[config.mk]
export PLATFORM = sky130hd
export DESIGN_NAME = pdb_csr
export DESIGN_NICKNAME = d
export VERILOG_FILES = /design/src/pdb_pkg.sv /design/src/pdb_csr.sv
export SDC_FILE = /design/constraint.sdc
export NUM_CORES = 1
export LEC_CHECK = 0
export BUFFER_PORTS_ARGS = -buffer_cell sky130_fd_sc_hd__buf_2
export CORE_MARGIN = 5
export CORE_UTILIZATION = 49
export DETAILED_ROUTE_END_ITERATION = 7
export GPL_ROUTABILITY_DRIVEN = 1
export PLACE_DENSITY = 0.78
export SETUP_SLACK_MARGIN = 0.02
export SYNTH_ARGS = -nofsm -noshare
export SYNTH_HDL_FRONTEND = slang
export SYNTH_SLANG_ARGS = --single-unit
[constraint.sdc]
create_clock -name clock -period 1.2 [get_ports clock]
set_clock_uncertainty 0.05 [all_clocks]
set_input_delay 0.06 -clock clock [delete_from_list [all_inputs] [get_ports clock]]
set_output_delay 0.06 -clock clock [all_outputs]
set_load 0.01 [all_outputs]
[src/pdb_pkg.sv]
// ----------------------------------------------------------------------------
// pdb_pkg
// Shared types for the PD balance controller: configuration record, controller
// states, multiplier operand selects and the command and status records.
// ----------------------------------------------------------------------------
`default_nettype none

package pdb_pkg;

   localparam int unsigned CsrAddrWidth = 5;
   localparam int unsigned CsrDataWidth = 32;

   // register indexes on the configuration port
   typedef enum logic [2:0] {
      REG_PROP_GAIN    = 3'd0,
      REG_DERIV_GAIN   = 3'd1,
      REG_FILTER_ALPHA = 3'd2,
      REG_OUTPUT_LIMIT = 3'd3,
      REG_DEAD_ZONE    = 3'd4
   } reg_index_type;

   localparam logic [14:0] OutputLimitReset = 15'h7FFF;

   typedef struct packed {
      logic signed [15:0] prop_gain;
      logic signed [15:0] deriv_gain;
      logic [15:0]        filter_alpha;
      logic [14:0]        output_limit;
      logic [14:0]        dead_zone;
   } cfg_type;

   typedef enum logic [2:0] {
      ST_IDLE,
      ST_MUL_P,
      ST_MUL_D,
      ST_MUL_A,
      ST_MUL_B,
      ST_SUM
   } state_type;

   // operand pair for the shared multiplier
   typedef enum logic [1:0] {
      OP_PROP,
      OP_DERIV,
      OP_ALPHA,
      OP_BETA
   } mul_op_type;

   typedef struct packed {
      logic       load_in;
      mul_op_type mul_op;
      logic       p_load;
      logic       d_load;
      logic       acc_load;
      logic       filt_load;
      logic       out_load;
   } cmd_type;

   typedef struct packed {
      logic out_free;
   } status_type;

   typedef enum logic [1:0] {
      DIR_STOP     = 2'd0,
      DIR_FORWARD  = 2'd1,
      DIR_BACKWARD = 2'd2
   } dir_type;

endpackage

`default_nettype wire

[src/pdb_csr.sv]
// ----------------------------------------------------------------------------
// pdb_csr
// Configuration registers behind an APB-style port, zero wait states.
// ----------------------------------------------------------------------------
`default_nettype none

module pdb_csr (
   input  wire logic                              clock,
   input  wire logic                              reset,
   input  wire logic                              csr_psel,
   input  wire logic                              csr_penable,
   input  wire logic                              csr_pwrite,
   input  wire logic [pdb_pkg::CsrAddrWidth-1:0]  csr_paddr,
   input  wire logic [pdb_pkg::CsrDataWidth-1:0]  csr_pwdata,
   output logic      [pdb_pkg::CsrDataWidth-1:0]  csr_prdata,
   output logic                                   csr_pready,
   output pdb_pkg::cfg_type                       cfg
);

   pdb_pkg::cfg_type      cfg_ff, cfg_in;
   pdb_pkg::reg_index_type index;
   logic                  wr_en;

   assign index      = pdb_pkg::reg_index_type'(csr_paddr[pdb_pkg::CsrAddrWidth-1:2]);
   assign wr_en      = csr_psel & csr_penable & csr_pwrite;
   assign csr_pready = 1'b1;
   assign cfg        = cfg_ff;

   always_comb begin
      cfg_in = cfg_ff;
      if (wr_en) begin
         case (index)
            pdb_pkg::REG_PROP_GAIN:    cfg_in.prop_gain    = csr_pwdata[15:0];
            pdb_pkg::REG_DERIV_GAIN:   cfg_in.deriv_gain   = csr_pwdata[15:0];
            pdb_pkg::REG_FILTER_ALPHA: cfg_in.filter_alpha = csr_pwdata[15:0];
            pdb_pkg::REG_OUTPUT_LIMIT: cfg_in.output_limit = csr_pwdata[14:0];
            pdb_pkg::REG_DEAD_ZONE:    cfg_in.dead_zone    = csr_pwdata[14:0];
            default: ;
         endcase
      end
   end

   always_comb begin
      case (index)
         pdb_pkg::REG_PROP_GAIN:    csr_prdata = {16'h0, cfg_ff.prop_gain};
         pdb_pkg::REG_DERIV_GAIN:   csr_prdata = {16'h0, cfg_ff.deriv_gain};
         pdb_pkg::REG_FILTER_ALPHA: csr_prdata = {16'h0, cfg_ff.filter_alpha};
         pdb_pkg::REG_OUTPUT_LIMIT: csr_prdata = {17'h0, cfg_ff.output_limit};
         pdb_pkg::REG_DEAD_ZONE:    csr_prdata = {17'h0, cfg_ff.dead_zone};
         default:                   csr_prdata = '0;
      endcase
   end

   always_ff @(posedge clock) begin
      if (reset) begin
         cfg_ff.prop_gain    <= '0;
         cfg_ff.deriv_gain   <= '0;
         cfg_ff.filter_alpha <= '0;
         cfg_ff.output_limit <= pdb_pkg::OutputLimitReset;
         cfg_ff.dead_zone    <= '0;
      end else begin
         cfg_ff <= cfg_in;
      end
   end

endmodule

`default_nettype wire

==> reports/results.txt <==
Tightest Hold Check Type - input pin to flip-flop
most common cell after layout, fill and taps aside - buf_2
DRT Wirelength - 11900 um
CTS tree - done
H-tree Lvls - 3
Die X-Extent - 99.7 um
status - complete, but fails checks
Tmin final - 1.46 ns
drt first pass iters - 4
Vias/cell - 5.31
grt total ovfl - 0
Reg2Reg Setup Slack - 0.29 ns
Seq/Total Area, Yosys - 39.6%
global placement routability congestion - 0.874
Hold Startpoint - csr_penable
period utilization - 121%
Worst VDD drop - 0.483 mV
Worst EP arrival - 1.35 ns
leakage power - 0.00262 uW
fin. max-slew vios - 0
#FFs+latches synth - 78
Worst Hold End - cfg[61]$_SDFFE_PP0P_
Largest register FFs - 78
total power - 5480 uW
r2r startpoint - cfg[44]$_SDFFE_PP0P_
vias in the first global route - 3615
largest net degree at the start of global routing - 59
Main synth FF type - dfxtp_1
Max Buffers Root-to-Sink - 2
Fmax achieved - 687 MHz
synthesized area - 3940 um^2
asr flop ratio synth - 0%
pwr/cell area - 1010 nW/um^2
share of cells above drive strength 1 - 44.7%
DIE AREA - 9930 um^2
DRC viols - 0
detailed placement HPWL - 8430 um
via count - 3623
unrepaired setup endpoints after global routing - true
Core Box Area - 7770 um^2
CTS sink count - 78
Clock Tree Root - clkbuf_8
Sum Neg Setup Slack - -3.59 ns
hold path depth - 4
maxcap violations - 0
failing checks - negative setup slack
total number of yosys warnings - 0
Starting Density - 50.7%
Nets - 617
most frequent cells in the layout - 116 x buf_2, 64 x mux2i_1, 63 x nand2b_1
io pins - 153
port bufs - 117
pre-CTS setup slack - -0.125 ns
global-route wire length before repair - 18500 um
worst endpoint required time - 1.09 ns
setup ws final - -0.256 ns
Worst-path clk slew - 0.09 ns
Worst R2R Path Depth - 4
CP Class - flip-flop to output port
clk_lat worst skew - 0.34 ns
Routed Antenna Nets - 0
fillers - 601
Tot GR Track Use - 23.7%
crit path launch type - flip-flop
post-synthesis instance total - 412
worst flop-to-flop path endpoint - cfg[44]$_SDFFE_PP0P_
initial antenna violation count - 0
EDFF count, synth - 0
Setup-failing EPs final - 16
Yosys cell types - 33
wire length per cell - 17.4 um
cts bufs inserted - 9
CP Max Fanout - 2
chip height - 99.7 um
synth-to-layout area growth - 38.3%
syn_area_per_cell - 9.56 um^2
DR iter-0 viols - 160
Worst Setup End Kind - output port
row cnt - 32
Hold Fails Final Rpt - 0
diode count - 0
## per-layer routing
| layer | up-vias | global-route usage, % | part of all wire [%] |
|---|---|---|---|
| met5 | - | 0 | 0 |
| met3 | 19 | 4.77 | 7.6 |
| met4 | 0 | 8.09 | 2.2 |
| met2 | 164 | 40.7 | 50 |
| li1 | 1724 | - | - |
| met1 | 1716 | 29.5 | 41 |
## logic make-up after synthesis
| logic type | after synthesis | synth area share, % |
|---|---|---|
| other cells | 2 | 0.191 |
| mux | 79 | 20.5 |
| simple gates | 125 | 19.1 |
| flops | 78 | 39.6 |
| compound gates | 78 | 12.3 |
| buf+inv | 50 | 8.23 |
## metrics by stage
step	util (%)	hold slack (ns)	cell area, um^2	cells
final	70.1	0.0858	5450	682
after global routing	70.1	0.0964	5450	682
after CTS	69.5	0.0666	5400	680
after detailed placement	61.0	0.292	4740	630
after global placement	61.0	0.281	4740	630
after floorplan	-	0.177	4000	427
## Yosys cell counts (2+ instances only)
library cell	instances	area [um^2]
nor2b_1	17	106
nor2_1	30	113
o21ai_1	10	50.1
buf_2	3	15.0
nand2b_1	63	394
o22ai_1	14	87.6
buf_4	25	188
mux2_2	14	158
buf_6	3	33.8
a22oi_1	28	210
o21ai_0	23	115
dfxtp_1	78	1560
and3_1	2	12.5
clkbuf_1	17	63.8
mux2i_1	65	651
nand2_1	2	7.51
conb_1	2	7.51
## worst max-delay path by stage
stage | slack (ns) | end | start | cells past startpoint
2_1_floorplan | 0.07 | csr_prdata[0] | csr_paddr[2] | 6
3_3_place_gp | -0.12 | csr_prdata[8] | csr_paddr[2] | 6
3_5_place_dp | -0.12 | csr_prdata[7] | csr_paddr[2] | 6
4_1_cts | -0.28 | csr_prdata[13] | cfg[43]$_SDFFE_PP0P_ | 4
5_1_grt | -0.31 | csr_prdata[13] | cfg[43]$_SDFFE_PP0P_ | 4
6_report | -0.26 | csr_prdata[13] | cfg[43]$_SDFFE_PP0P_ | 4
## critical path, stage by stage, from the launching register on
cell and delay, ns:
dfxtp_2 0.33, mux2_4 0.27, a22oi_2 0.14, o22ai_1 0.10, buf_2 0.15
## power by group
| part | internal [uW] | switching, uW |
|---|---|---|
| clock | 1180 | 1000 |
| sequential | 2610 | 15.2 |
| combinational | 315 | 365 |
## repair_timing
item,4_1_cts,5_1_grt
endpoints found under the setup margin,16,16
pin swaps,15,9
gates cloned,0,0
setup buffers,18,2
endpoints found under the hold margin,16,0
resized for setup,49,11
hold buffers,16,0
## area by class of cell
class,count,area [um^2],area share [%]
Sequential cell,78,1600,29.4
Clock buffer,9,124,2.27
Clock inverter,7,97.6,1.79
Tap cell,102,128,2.34
Multi-Input combinational cell,299,2240,41.1
Timing Repair Buffer,187,1260,23.2
(Power assumes the default switching activity.)
