File: src/pdb_pkg.sv
// ----------------------------------------------------------------------------
// pdb_pkg
// Shared types for the PD balance controller: configuration record, controller
// states, multiplier operand selects and the command and status records.
// ----------------------------------------------------------------------------
`default_nettype none

package pdb_pkg;

   localparam int unsigned CsrAddrWidth = 5;
   localparam int unsigned CsrDataWidth = 32;

   // register indexes on the configuration port
   typedef enum logic [2:0] {
      REG_PROP_GAIN    = 3'd0,
      REG_DERIV_GAIN   = 3'd1,
      REG_FILTER_ALPHA = 3'd2,
      REG_OUTPUT_LIMIT = 3'd3,
      REG_DEAD_ZONE    = 3'd4
   } reg_index_type;

   localparam logic [14:0] OutputLimitReset = 15'h7FFF;

   typedef struct packed {
      logic signed [15:0] prop_gain;
      logic signed [15:0] deriv_gain;
      logic [15:0]        filter_alpha;
      logic [14:0]        output_limit;
      logic [14:0]        dead_zone;
   } cfg_type;

   typedef enum logic [2:0] {
      ST_IDLE,
      ST_MUL_P,
      ST_MUL_D,
      ST_MUL_A,
      ST_MUL_B,
      ST_SUM
   } state_type;

   // operand pair for the shared multiplier
   typedef enum logic [1:0] {
      OP_PROP,
      OP_DERIV,
      OP_ALPHA,
      OP_BETA
   } mul_op_type;

   typedef struct packed {
      logic       load_in;
      mul_op_type mul_op;
      logic       p_load;
      logic       d_load;
      logic       acc_load;
      logic       filt_load;
      logic       out_load;
   } cmd_type;

   typedef struct packed {
      logic out_free;
   } status_type;

   typedef enum logic [1:0] {
      DIR_STOP     = 2'd0,
      DIR_FORWARD  = 2'd1,
      DIR_BACKWARD = 2'd2
   } dir_type;

endpackage

`default_nettype wire

File: src/pdb_ctrl.sv
// ----------------------------------------------------------------------------
// pdb_ctrl
// Sequencer for the PD step: two gain products, two filter products, then
// the sum, clamp and output load.
// ----------------------------------------------------------------------------
`default_nettype none

module pdb_ctrl (
   input  wire logic                clock,
   input  wire logic                reset,
   input  wire logic                req_valid,
   output logic                     req_ready,
   input  pdb_pkg::status_type      status,
   output pdb_pkg::cmd_type         cmd,
   output pdb_pkg::state_type       fsm_state
);

   pdb_pkg::state_type state_ff, state_in;

   assign fsm_state = state_ff;

   always_comb begin
      state_in = state_ff;
      case (state_ff)
         pdb_pkg::ST_IDLE:  if (req_valid) state_in = pdb_pkg::ST_MUL_P;
         pdb_pkg::ST_MUL_P: state_in = pdb_pkg::ST_MUL_D;
         pdb_pkg::ST_MUL_D: state_in = pdb_pkg::ST_MUL_A;
         pdb_pkg::ST_MUL_A: state_in = pdb_pkg::ST_MUL_B;
         pdb_pkg::ST_MUL_B: state_in = pdb_pkg::ST_SUM;
         pdb_pkg::ST_SUM:   if (status.out_free) state_in = pdb_pkg::ST_IDLE;
         default:           state_in = pdb_pkg::ST_IDLE;
      endcase
   end

   always_comb begin
      req_ready     = 1'b0;
      cmd           = '0;
      cmd.mul_op    = pdb_pkg::OP_PROP;
      case (state_ff)
         pdb_pkg::ST_IDLE: begin
            req_ready   = 1'b1;
            cmd.load_in = req_valid;
         end
         pdb_pkg::ST_MUL_P: begin
            cmd.mul_op = pdb_pkg::OP_PROP;
            cmd.p_load = 1'b1;
         end
         pdb_pkg::ST_MUL_D: begin
            cmd.mul_op = pdb_pkg::OP_DERIV;
            cmd.d_load = 1'b1;
         end
         pdb_pkg::ST_MUL_A: begin
            cmd.mul_op   = pdb_pkg::OP_ALPHA;
            cmd.acc_load = 1'b1;
         end
         pdb_pkg::ST_MUL_B: begin
            cmd.mul_op    = pdb_pkg::OP_BETA;
            cmd.filt_load = 1'b1;
         end
         pdb_pkg::ST_SUM: begin
            cmd.out_load = status.out_free;
         end
         default: ;
      endcase
   end

   always_ff @(posedge clock) begin
      if (reset) begin
         state_ff <= pdb_pkg::ST_IDLE;
      end else begin
         state_ff <= state_in;
      end
   end

endmodule

`default_nettype wire

File: config.mk
export PLATFORM = sky130hd
export DESIGN_NAME = pdb_ctrl
export DESIGN_NICKNAME = d
export VERILOG_FILES = /design/src/pdb_pkg.sv /design/src/pdb_ctrl.sv
export SDC_FILE = /design/constraint.sdc
export NUM_CORES = 1
export LEC_CHECK = 0
export BUFFER_PORTS_ARGS = -buffer_cell sky130_fd_sc_hd__buf_2
export CORE_AREA = 2 2 39 41
export DETAILED_ROUTE_END_ITERATION = 10
export DIE_AREA = 0 0 41 43
export HOLD_SLACK_MARGIN = 0.1
export PLACE_DENSITY_LB_ADDON = 0.2
export SYNTH_ARGS = -nofsm -noshare
export SYNTH_HDL_FRONTEND = slang
export SYNTH_SLANG_ARGS = --single-unit
File: constraint.sdc
create_clock -name clock -period 2.2 [get_ports clock]
set_input_delay 0.33 -clock clock [delete_from_list [all_inputs] [get_ports clock]]
set_output_delay 0.33 -clock clock [all_outputs]
set_load 0.005 [all_outputs]
==> impl_metrics.tcl <==
set metrics [dict create \
    outcome "finished clean" \
    cts.sink_count 3 \
    tritoncts.num_buffers 3 \
    required_ns 1.87 \
    track_usage 0.07214 \
    simple_gate_share_of_the_synthesized_area 0.4365 \
    nFillCells 166 \
    vdd_ir_drop_max_mv 0.1336 \
    remaining_drc_errors 0 \
    dpl-instance-area_um2 297.8 \
    clock_tree_from_tritoncts "done" \
    post_cts_clock_slew_at_the_launch_and_capture_registers_of_the_worst_setup_and_hold_paths_ns 0.03 \
    count_of_routing_violations_after_the_opening_detailed_route_iteration 0 \
    postCtsHoldBufs 0 \
    syn_area_per_cell_um2 8.388 \
    critical_path_class "flip-flop to primary output" \
    largest_register_ff_count 3 \
    placeableCoreArea_um2 1384 \
    combinational_family_with_the_most_area_after_synthesis "simple AND/OR/NAND/NOR gates" \
    gpl.final_weighted_congestion 0.6208 \
    dp_slack_ns 0.8894 \
    setup.worst_path.start_class "flip-flop" \
    total_leakage_power_nw 0.1736 \
    ys_seq_area_frac 0.2652 \
    clock_path_buffers 2 \
    critical_path.reg2reg.startpoint "fsm_state[1]" \
    endpoints_failing_hold 0 \
    max_freq_mhz 647.2 \
    antenna_found_initial 0 \
    cts.htree.levels 1 \
    io_buffers 15 \
    post-route-worst-setup-slack_ns 0.6549 \
    detailroute.via_count 230 \
    final_layout_size_suffix_gt1_frac 0.5116 \
    timing.setup.tns_ns 0 \
    avgViaCountPerCell 3.898 \
    muxShareOfSynthArea 0 \
    grt_start_max_net_pins 12 \
    hold_path_class "primary input to flip-flop" \
    finalClockSkew_ns 0.002579 \
    biggest_area_consumer_among_synthesized_cells "sky130_fd_sc_hd__dfxtp_1" \
    setup_viol_count_final 0 \
    floorplan.die_area_um2 1763 \
    ant_nets 0 \
    worst_skew_pair.late_latency_ns 0.23 \
    r2r_cells 3 \
    first_pass_iters 1 \
    num_io_pins 16 \
    num_antenna_cells 0 \
    synthTopCellsByArea "sky130_fd_sc_hd__dfxtp_1, sky130_fd_sc_hd__nand2b_4, sky130_fd_sc_hd__nor3b_1" \
    synthesis.yosys.warnings 0 \
    leftover_overflow_at_the_end_of_global_routing 0 \
    timing_max_transition_violations_final 0 \
    power_density_nw_per_um2 736.4 \
    routed_wire_length_per_instance_um 8.610 \
    grt_pass1_wl_um 814 \
    synthToLayoutAreaGrowth_pct 43.09 \
    post_cts.resized_instances 0 \
    rows 14 \
    slew_of_the_pin_with_the_lowest_slew_margin_ns 0.3635 \
    routed_wirelength_um 508 \
    number_of_nets_in_the_layout 48 \
    rsz0062_at_grt "no" \
    worst-endpoint-arrival_ns 1.22 \
    die_width_um 41 \
    chipHeight_um 43 \
    cts_setup_buffers 0 \
    postSynthCellCount 27 \
    grt_pass1_vias 198 \
    synth_seq_cells 3 \
    post_synth_fa_ha_maj_area_fraction 0 \
    worstHoldPathCells 2 \
    min-delay-start "reset" \
    yosys.area.top_type_share 0.2652 \
    synth.cell_area_um2 226.5 \
    synth_compound_gate_area_share 0.1381 \
    initial_utilization 0.1637 \
    crit_fanout 10 \
    root_buffer "sky130_fd_sc_hd__clkbuf_4" \
    drv.max_cap_violation_count 0 \
    post_synth_num_cell_types 20 \
    max-slew-margin-rel 0.7574 \
    startpoint "fsm_state[2]" \
    period_needed_ns 1.545 \
    end_kind "primary output" \
    synth_nets 31 \
    post_synth_xor_area_fraction 0.03867 \
    finalInstanceArea_um2 324.1 \
    fin_crit_sh 0.7023 \
]
-- metrics by stage --
| stage | utilization | cells | total power, mW | hold slack, ns |
|---|---|---|---|---|
| 3_5_place_dp | 0.2152 | 55 | 0.1455 | 0.5350 |
| 2_1_floorplan | - | 27 | 0.1228 | 0.3924 |
| 4_1_cts | 0.2342 | 59 | 0.2458 | 0.2881 |
| 6_report | 0.2342 | 59 | 0.2387 | 0.2897 |
| 3_3_place_gp | 0.2152 | 55 | 0.1459 | 0.5327 |
| 5_1_grt | 0.2342 | 59 | 0.2607 | 0.2938 |
-- critical path, stage by stage (launching register included) --
cell and delay, ns:
sky130_fd_sc_hd__dfxtp_1 0.53, sky130_fd_sc_hd__nand3b_1 0.22, sky130_fd_sc_hd__o21ai_0 0.10, sky130_fd_sc_hd__buf_2 0.14
-- placed cells by master, fill, tap and decap left out, types with 2 or more instances in the layout --
master	n
sky130_fd_sc_hd__a21oi_1	2
sky130_fd_sc_hd__buf_2	15
sky130_fd_sc_hd__clkbuf_4	3
sky130_fd_sc_hd__dfxtp_1	3
sky130_fd_sc_hd__nand2b_4	2
sky130_fd_sc_hd__nor2_1	3
sky130_fd_sc_hd__nor3b_1	2
-- per-layer routing --
metal	vias to the layer above	global-route usage	wire length (um)
met4	0	0.06000	8
met3	2	0.04712	46
met5	-	0	0
met2	10	0.08438	225
li1	119	-	-
met1	99	0.08626	226
-- cells in the mapped netlist (all sizes together) --
master / n
dfxtp: 3
a21oi: 3
xnor2: 1
nand3b: 1
inv: 1
o21ai: 1
o21bai: 1
and3: 1
and2: 1
nor2: 3
nor3: 2
nor3b: 2
nand2b: 3
buf: 3
nand2: 1
-- cell type report --
cell class / instances / area, um2 / share of cell area
clock buffers: 4 / 26.28 / 0.08108
inverters: 1 / 3.754 / 0.01158
multi-input cells: 20 / 138.9 / 0.4286
flip-flops and latches: 3 / 60.06 / 0.1853
well taps: 16 / 20.02 / 0.06178
repair buffers: 15 / 75.07 / 0.2317
-- power by group --
part	internal [mW]	leakage (nW)	total, mW	switching (mW)
combinational	0.0389	0.134	0.0638	0.0249
sequential	0.0610	0.0246	0.0781	0.0171
clock	0.0680	0.0150	0.0968	0.0288
total	0.168	0.174	0.239	0.0708
-- cell families (layout without fill, tap and decap cells) --
group,Yosys count,in the layout
and+or+nand+nor,14,14
buffers and inverters,4,20
DFF,3,3
AOI/OAI and AO/OA,5,5
xor gates and xnor gates,1,1
-- path summary, 6_finish.rpt --
| kind | end | slack (ns) |
|---|---|---|
| hold reg to reg | fsm_state[1] | 0.66 |
| setup / recovery | cmd[6] | 0.65 |
| hold / removal | fsm_state[2] | 0.29 |
| setup reg to reg | fsm_state[2] | 1.18 |
No activity file was read; power rests on OpenSTA's default activity.
